===== src/ssfr_pkg.sv =====
// Package for the servo status frame receiver.
// Holds the op, phase and outcome codes and the result record type.
// No dependencies.
`timescale 1ns / 1ps

package ssfr_pkg;

  localparam logic [7:0] HEADER_BYTE     = 8'hFF;
  localparam logic [7:0] BROADCAST_ID    = 8'hFE;
  localparam logic [7:0] ACK_LENGTH      = 8'd2;
  localparam logic [7:0] SEARCH_LIMIT_RST = 8'd11;

  typedef enum logic [1:0] {
    OP_ARM     = 2'd0,
    OP_BYTE    = 2'd1,
    OP_TIMEOUT = 2'd2
  } op_t;

  typedef enum logic [2:0] {
    PH_IDLE  = 3'd0,
    PH_HUNT  = 3'd1,
    PH_ID    = 3'd2,
    PH_LEN   = 3'd3,
    PH_ERR   = 3'd4,
    PH_PARAM = 3'd5,
    PH_SUM   = 3'd6
  } phase_t;

  typedef enum logic [2:0] {
    OUT_OK       = 3'd0,
    OUT_TIMEOUT  = 3'd1,
    OUT_NOHEADER = 3'd2,
    OUT_BADID    = 3'd3,
    OUT_BADLEN   = 3'd4,
    OUT_BADSUM   = 3'd5
  } outcome_t;

  typedef struct packed {
    logic       is_status;
    logic [7:0] data_byte;
    outcome_t   outcome;
    logic [7:0] servo_error;
    logic [7:0] responder_id;
  } result_t;

endpackage


===== src/servo_status_frame_receiver.sv =====
// Servo status frame receiver: top level, parser state and output buffer.
// Depends on ssfr_pkg.
//
// Usage:
//   Input channel (in_valid/in_ready) carries one item per transfer: an arm
//   (in_op 0, with in_expected_id, in_param_count, in_ack_mode), a received
//   line byte (in_op 1, in_rx_byte) or a reply timeout (in_op 2).
//   After an arm the block hunts for two 0xFF header bytes within
//   header_search_limit bytes, then takes id, length, error, the parameter
//   bytes and the checksum. Each parameter byte leaves as a data result
//   (out_is_status 0); every armed reply ends with one status result.
//   Config channel (cfg_valid/cfg_ready) writes header_search_limit; it is
//   always ready and should be written only while the block is idle.
//   A result enters the output register (or the skid entry while the output
//   is stalled) from the input transfer that causes it. Throughput: one item
//   per cycle while in_ready is high: one parser state update per transfer.
//   A two-entry output buffer (output register plus skid) lets one more
//   item in while a result waits; in_ready drops only while both are full.
//   Reset (rst_n low, synchronous) returns the parser to idle, empties the
//   buffer and sets header_search_limit to 11.
`timescale 1ns / 1ps

module servo_status_frame_receiver (
  input  logic       clk,
  input  logic       rst_n,
  input  logic       in_valid,
  output logic       in_ready,
  input  logic [1:0] in_op,
  input  logic [7:0] in_rx_byte,
  input  logic [7:0] in_expected_id,
  input  logic [7:0] in_param_count,
  input  logic       in_ack_mode,
  output logic       out_valid,
  input  logic       out_ready,
  output logic       out_is_status,
  output logic [7:0] out_data_byte,
  output logic [2:0] out_outcome,
  output logic [7:0] out_servo_error,
  output logic [7:0] out_responder_id,
  input  logic       cfg_valid,
  output logic       cfg_ready,
  input  logic [7:0] cfg_header_search_limit
);
  import ssfr_pkg::*;

  logic [7:0] limit_r;

  phase_t     phase_r, phase_nxt;
  logic       last_ff_r, last_ff_nxt;
  logic [7:0] search_cnt_r, search_cnt_nxt;
  logic [7:0] want_id_r, want_id_nxt;
  logic [7:0] want_params_r, want_params_nxt;
  logic       ack_r, ack_nxt;
  logic [7:0] params_left_r, params_left_nxt;
  logic [7:0] sum_r, sum_nxt;
  logic [7:0] got_id_r, got_id_nxt;
  logic [7:0] got_len_r, got_len_nxt;
  logic [7:0] got_err_r, got_err_nxt;

  logic       res_valid;
  result_t    res;

  result_t    out_r, skid_r;
  logic       out_valid_r, skid_valid_r;

  logic       in_fire, push, pop;
  logic [7:0] cnt_inc, params_dec;

  assign cfg_ready = 1'b1;
  assign in_ready  = !skid_valid_r;
  assign in_fire   = in_valid && in_ready;
  assign push      = in_fire && res_valid;
  assign pop       = out_valid_r && out_ready;

  assign cnt_inc    = search_cnt_r + 8'd1;
  assign params_dec = params_left_r - 8'd1;

  always_comb begin
    phase_nxt       = phase_r;
    last_ff_nxt     = last_ff_r;
    search_cnt_nxt  = search_cnt_r;
    want_id_nxt     = want_id_r;
    want_params_nxt = want_params_r;
    ack_nxt         = ack_r;
    params_left_nxt = params_left_r;
    sum_nxt         = sum_r;
    got_id_nxt      = got_id_r;
    got_len_nxt     = got_len_r;
    got_err_nxt     = got_err_r;
    res_valid       = 1'b0;
    res.is_status    = 1'b1;
    res.data_byte    = 8'd0;
    res.outcome      = OUT_OK;
    res.servo_error  = 8'd0;
    res.responder_id = got_id_r;

    case (in_op)
      OP_ARM: begin
        want_id_nxt     = in_expected_id;
        want_params_nxt = in_param_count;
        ack_nxt         = in_ack_mode;
        phase_nxt       = PH_HUNT;
        last_ff_nxt     = 1'b0;
        search_cnt_nxt  = 8'd0;
        params_left_nxt = 8'd0;
        sum_nxt         = 8'd0;
        got_id_nxt      = 8'd0;
        got_len_nxt     = 8'd0;
        got_err_nxt     = 8'd0;
      end
      OP_TIMEOUT: begin
        if (phase_r != PH_IDLE) begin
          res_valid   = 1'b1;
          res.outcome = OUT_TIMEOUT;
          phase_nxt   = PH_IDLE;
        end
      end
      OP_BYTE: begin
        unique case (phase_r)
          PH_IDLE: ;
          PH_HUNT: begin
            if (last_ff_r && in_rx_byte == HEADER_BYTE) begin
              phase_nxt = PH_ID;
            end else begin
              last_ff_nxt    = (in_rx_byte == HEADER_BYTE);
              search_cnt_nxt = cnt_inc;
              if (cnt_inc >= limit_r) begin
                res_valid   = 1'b1;
                res.outcome = OUT_NOHEADER;
                phase_nxt   = PH_IDLE;
              end
            end
          end
          PH_ID: begin
            got_id_nxt = in_rx_byte;
            sum_nxt    = in_rx_byte;
            phase_nxt  = PH_LEN;
          end
          PH_LEN: begin
            got_len_nxt = in_rx_byte;
            sum_nxt     = sum_r + in_rx_byte;
            phase_nxt   = PH_ERR;
          end
          PH_ERR: begin
            got_err_nxt     = in_rx_byte;
            sum_nxt         = sum_r + in_rx_byte;
            params_left_nxt = ack_r ? 8'd0 : want_params_r;
            phase_nxt       = (!ack_r && want_params_r != 8'd0) ? PH_PARAM : PH_SUM;
          end
          PH_PARAM: begin
            sum_nxt          = sum_r + in_rx_byte;
            params_left_nxt  = params_dec;
            if (params_dec == 8'd0) phase_nxt = PH_SUM;
            res_valid        = 1'b1;
            res.is_status    = 1'b0;
            res.data_byte    = in_rx_byte;
            res.responder_id = 8'd0;
          end
          PH_SUM: begin
            res_valid = 1'b1;
            phase_nxt = PH_IDLE;
            // ack checks first, in priority order, then the checksum
            if (ack_r && got_id_r != want_id_r && want_id_r != BROADCAST_ID) begin
              res.outcome = OUT_BADID;
            end else if (ack_r && got_len_r != ACK_LENGTH) begin
              res.outcome = OUT_BADLEN;
            end else if (~sum_r != in_rx_byte) begin
              res.outcome = OUT_BADSUM;
            end else begin
              res.outcome     = OUT_OK;
              res.servo_error = got_err_r;
            end
          end
          default: phase_nxt = PH_IDLE;
        endcase
      end
      default: ;
    endcase
  end

  always_ff @(posedge clk) begin
    if (!rst_n) begin
      limit_r       <= SEARCH_LIMIT_RST;
      phase_r       <= PH_IDLE;
      last_ff_r     <= 1'b0;
      search_cnt_r  <= 8'd0;
      want_id_r     <= 8'd0;
      want_params_r <= 8'd0;
      ack_r         <= 1'b0;
      params_left_r <= 8'd0;
      sum_r         <= 8'd0;
      got_id_r      <= 8'd0;
      got_len_r     <= 8'd0;
      got_err_r     <= 8'd0;
    end else begin
      if (cfg_valid && cfg_ready) limit_r <= cfg_header_search_limit;
      if (in_fire) begin
        phase_r       <= phase_nxt;
        last_ff_r     <= last_ff_nxt;
        search_cnt_r  <= search_cnt_nxt;
        want_id_r     <= want_id_nxt;
        want_params_r <= want_params_nxt;
        ack_r         <= ack_nxt;
        params_left_r <= params_left_nxt;
        sum_r         <= sum_nxt;
        got_id_r      <= got_id_nxt;
        got_len_r     <= got_len_nxt;
        got_err_r     <= got_err_nxt;
      end
    end
  end

  // output register plus skid; skid only fills while the output is stalled
  always_ff @(posedge clk) begin
    if (!rst_n) begin
      out_valid_r  <= 1'b0;
      skid_valid_r <= 1'b0;
    end else if (pop || !out_valid_r) begin
      if (skid_valid_r) begin
        out_valid_r  <= 1'b1;
        skid_valid_r <= 1'b0;
      end else begin
        out_valid_r <= push;
      end
    end else if (push) begin
      skid_valid_r <= 1'b1;
    end
  end

  always_ff @(posedge clk) begin
    if (pop || !out_valid_r) begin
      if (skid_valid_r) out_r <= skid_r;
      else if (push)    out_r <= res;
    end else if (push) begin
      skid_r <= res;
    end
  end

  assign out_valid        = out_valid_r;
  assign out_is_status    = out_r.is_status;
  assign out_data_byte    = out_r.data_byte;
  assign out_outcome      = out_r.outcome;
  assign out_servo_error  = out_r.servo_error;
  assign out_responder_id = out_r.responder_id;

`ifndef ASSERT_OFF
  a_skid_needs_out: assert property (@(posedge clk) disable iff (!rst_n)
    skid_valid_r |-> out_valid_r)
    else $error("skid entry held without an output entry");

  a_skid_only_on_stall: assert property (@(posedge clk) disable iff (!rst_n)
    $rose(skid_valid_r) |-> $past(out_valid_r && !out_ready))
    else $error("skid filled while output was free");

  a_status_ends_reply: assert property (@(posedge clk) disable iff (!rst_n)
    push && res.is_status |=> phase_r == PH_IDLE)
    else $error("parser not idle after a status transfer");

  a_param_count_live: assert property (@(posedge clk) disable iff (!rst_n)
    phase_r == PH_PARAM |-> params_left_r != 8'd0)
    else $error("parameter phase with no bytes left");
`endif

endmodule

===== config.mk =====
export PLATFORM = sky130hd
export DESIGN_NAME = servo_status_frame_receiver
export DESIGN_NICKNAME = d
export VERILOG_FILES = /design/src/ssfr_pkg.sv /design/src/servo_status_frame_receiver.sv
export SDC_FILE = /design/constraint.sdc
export NUM_CORES = 1
export LEC_CHECK = 0
export BUFFER_PORTS_ARGS = -buffer_cell sky130_fd_sc_hd__buf_2
export CORE_ASPECT_RATIO = 1.2
export CORE_MARGIN = 2
export CORE_UTILIZATION = 45
export CTS_CLUSTER_DIAMETER = 120
export DETAILED_ROUTE_END_ITERATION = 6
export GPL_ROUTABILITY_DRIVEN = 0
export GPL_TIMING_DRIVEN = 1
export HOLD_SLACK_MARGIN = 0.06
export PLACE_DENSITY_LB_ADDON = 0.2
export SKIP_LAST_GASP = 1
export SYNTH_ARGS = -nofsm -noshare
export SYNTH_HDL_FRONTEND = slang
export SYNTH_SLANG_ARGS = --single-unit

===== constraint.sdc =====
create_clock -name clk -period 5.9 [get_ports clk]
set_clock_uncertainty 0.1 [all_clocks]
set_input_delay 1.18 -clock clk [delete_from_list [all_inputs] [get_ports clk]]
set_output_delay 1.18 -clock clk [all_outputs]
set_load 0.02 [all_outputs]

==> metrics.md <==
| Metric | Value |
|---|---|
| Skew-Pair Late Insertion Delay | `approximately 0.43 ns` |
| Slowest Stage Delay on Critical Path | `just over 0.4 ns` |
| Clk slew on worst S/H paths | `~0.060 ns` |
| P_leak | `~3.0 nW` |
| Total CTS buffers | `17` |
| Min-delay worst type | `reg2reg` |
| Sequential area share after synthesis | `0.500` |
| Ant diodes | `0` |
| Core ar. | `roughly 0.014 mm^2` |
| Internal power | `about 1.7 mW` |
| Count of cell types in the netlist | `between 60 and 70` |
| DR pass1 iterations | `4` |
| Final setup fails | `0` |
| Setup_tns | `0 ns` |
| Ys async rst share | `0` |
| Die Y | `about 140 um` |
| Die area | `roughly 0.015 mm^2` |
| CP delay by family, top | `simple AND/OR/NAND/NOR gates` |
| Most frequent CP cell | `ha_1` |
| Maximum vdd drop | `0.145 mV` |
| Min Tclk post-route | `3.46 ns` |
| Switching part of the total | `0.222` |
| Post-Route Utilization | `0.532` |
| Post-synth EDFFs | `56` |
| Yosys top cell by area | `edfxtp_1` |
| Iter 0 DRT Violations | `approximately 360` |
| First-pass GRT wire length | `about 25000 um` |
| Top-count cell post-synth | `dfxtp_1` |
| Detailed-route via count | `around 4900` |
| Post-cts sizing count | `0` |
| Startpoint types | `flop` |
| Final Cycle Share | `0.586` |
| FF-to-FF Start | `search_cnt_r[0]` |
| Post-CTS setup buffers | `0` |
| Final ANT Viol Nets | `0` |
| PortBufs | `between 60 and 70` |
| F_max | `approximately 290 MHz` |
| Synthesis warning total | `0` |
| RSZ-0062 raised after global routing | `no` |
| Post-Synthesis Cell Area | `between 0.006 and 0.007 mm^2` |
| Hold path start | `want_params_r[3]` |
| Status | `complete, no violations` |
| Flops & latches, synth | `~140` |
| Post-CTS Hold Buffers | `0` |
| Die width | `between 100 and 150 um` |
| Critical Path Sink Type | `flop` |
| Setup CP Type | `reg2reg` |
| Ys flop type | `dfxtp_1` |
| Max clock buf depth | `2` |
| Drt via density | `5.46` |
| Critical Path Fanout Max | `28` |
| Fill cell count | `about 1300` |
| Max_cap viols | `0` |
| Post-DP HPWL | `10600 um` |
| Share of layout cells above drive strength 1 | `0.202` |
| Largest net degree at the start of global routing | `a little over 40` |
| Bufs and invs on worst path | `1` |
| Top cells by count, synth | `dfxtp_1, nor2_1, nand2_1` |
| Top-area cell type share of the netlist area | `0.258` |
| Switching pwr | `0.480 mW` |
| Total GRT Usage | `0.209` |
| Crit-path cells | `ha_1, nand3_1, nor2_1, xor2_1, ha_1, nand4_1, o31a_1, o211ai_1, nor4bb_4, buf_4` |
| Clock Power Share | `0.492` |
| Vias in the first global route | `~5000` |
| Root buf cell | `clkbuf_16` |
| Worst EP required | `between 5 and 6 ns` |
| I/O pin count | `71` |
| Reg power frac | `0.456` |
| PD cells | `approximately 280 mW/mm^2` |
| Gr ovfl total | `0` |
| Cells after Synth | `~650` |
| Syn Nets | `slightly above 700` |
| WP data arrival | `3.44 ns` |
| Clock Sinks | `~140` |
| Final Net Count | `about 770` |
| CTS H-Tree Depth | `4` |
| Slew margin rel. | `0.319` |
| Row cnt | `between 40 and 50` |
| Hold Vio Cnt, Final | `0` |
| Worst path slowest cell | `dfxtp_1` |
| CTS tree | `built` |
| Initial antenna violation count | `0` |
| DRC Markers | `0` |
| Logic pwr share | `0.052` |
| Starting Density | `0.456` |
| Final WS setup | `~2.4 ns` |
| Synth area leaders | `edfxtp_1, dfxtp_1, mux2_2` |
| Beginning of the critical path | `search_cnt_r[0]` |
| Worst Max-Slew Pin Slew | `approximately 1.0 ns` |
| Hold_ws | `0.374 ns` |
| Tot Pwr | `around 2.2 mW` |
| Layout area overhead | `16.6%` |
| Mapped Avg Cell Area | `10.1 um^2` |
| Final wirelength | `15100 um` |
| Setup WS pre-CTS | `roughly 2.1 ns` |
| Final Slew Violations | `0` |
| Routed len/inst | `roughly 17 um` |
==> layer usage <==
metal,vias to the layer above,wire length (um),global-route usage
met5,-,0,0
met4,0,350,0.0962
met3,29,485,0.0481
met2,89,7970,0.364
met1,2355,6330,0.243
li1,2431,-,-
==> final cells by class <==
class	count	area, um^2	share of cell area
inverter	20	75.1	0.00987
sequential	135	3260	0.429
timing repair buffer	73	375	0.0494
clock buffer	19	433	0.0569
clock inverter	13	158	0.0207
tap	175	219	0.0288
multi-input combinational	463	3080	0.405
==> stage by stage <==
| stage | instances | area (um^2) |
|---|---|---|
| detailed placement | 866 | 7010 |
| global placement | 866 | 7010 |
| floorplan | 645 | 6520 |
| CTS | 898 | 7600 |
| global route | 898 | 7600 |
| finish | 898 | 7600 |
==> flip-flops by register name (all words and copies together), names as in the netlist, 8 cells and up <==
| name | count |
|---|---|
| skid_r | 28 |
| got_err_r | 8 |
| got_id_r | 8 |
| got_len_r | 8 |
| limit_r | 8 |
| out_data_byte | 8 |
| out_responder_id | 8 |
| out_servo_error | 8 |
| params_left_r | 8 |
| search_cnt_r | 8 |
| sum_r | 8 |
| want_id_r | 8 |
| want_params_r | 8 |
==> cell families after synthesis <==
kind of cell / count (synthesis) / synth area share
flops: 135 / 0.500
other cells: 1 / 0.000575
compound gates: 115 / 0.112
simple gates: 244 / 0.189
mux: 54 / 0.0881
fa+ha+maj: 23 / 0.0453
buf+inv: 47 / 0.0297
xor+xnor: 26 / 0.0349
==> worst paths after layout <==
check | endpoint | slack (ns) | depth (start not counted)
setup / recovery | skid_r[23] | 2.44 | 10
hold / removal | want_params_r[3] | 0.37 | 2
setup reg to reg | skid_r[23] | 2.44 | 10
hold reg to reg | want_params_r[3] | 0.37 | 2
==> power by group through the flow <==
stage / Sequential (mW) / Combinational [mW] / Clock (mW)
after global placement: 1.00 / 0.109 / 0
final: 0.985 / 0.112 / 1.06
after floorplan: 1.00 / 0.0764 / 0
after detailed placement: 1.01 / 0.112 / 0
after global routing: 0.986 / 0.125 / 1.12
after CTS: 0.985 / 0.113 / 1.08
==> worst register-to-register path, cell delays in order (launching register included) <==
cell	delay, ns
dfxtp_1	0.41
ha_1	0.26
nand3_1	0.19
nor2_1	0.17
xor2_1	0.24
ha_1	0.21
nand4_1	0.10
o31a_1	0.39
o211ai_1	0.28
nor4bb_4	0.33
buf_4	0.41
==> placed cells by master (no fill, tap or decap), types with 3 or more instances in the layout <==
cell type	synthesis	final
inv_2	3	3
xor2_1	17	17
mux2i_1	27	27
nand3_1	15	15
ha_1	22	22
edfxtp_1	56	56
inv_1	17	17
nand2_1	67	67
clkinvlp_4	0	5
a21oi_2	4	4
a21oi_1	42	42
mux2_2	27	27
a22oi_1	15	15
or3_1	3	3
a31oi_1	6	6
and2_1	31	31
nor2b_1	4	3
bufinv_16	0	3
dfxtp_1	79	79
nand2b_1	9	9
nor4_1	7	7
nor3_1	6	6
o211ai_1	4	4
xnor2_1	9	9
o21ai_0	18	18
buf_2	4	69
nor2_1	68	68
clkbuf_16	0	17
nand4_1	7	7
buf_4	3	4
a21o_1	7	7
nand3b_1	10	10
Power figures use the tool's default switching activity.
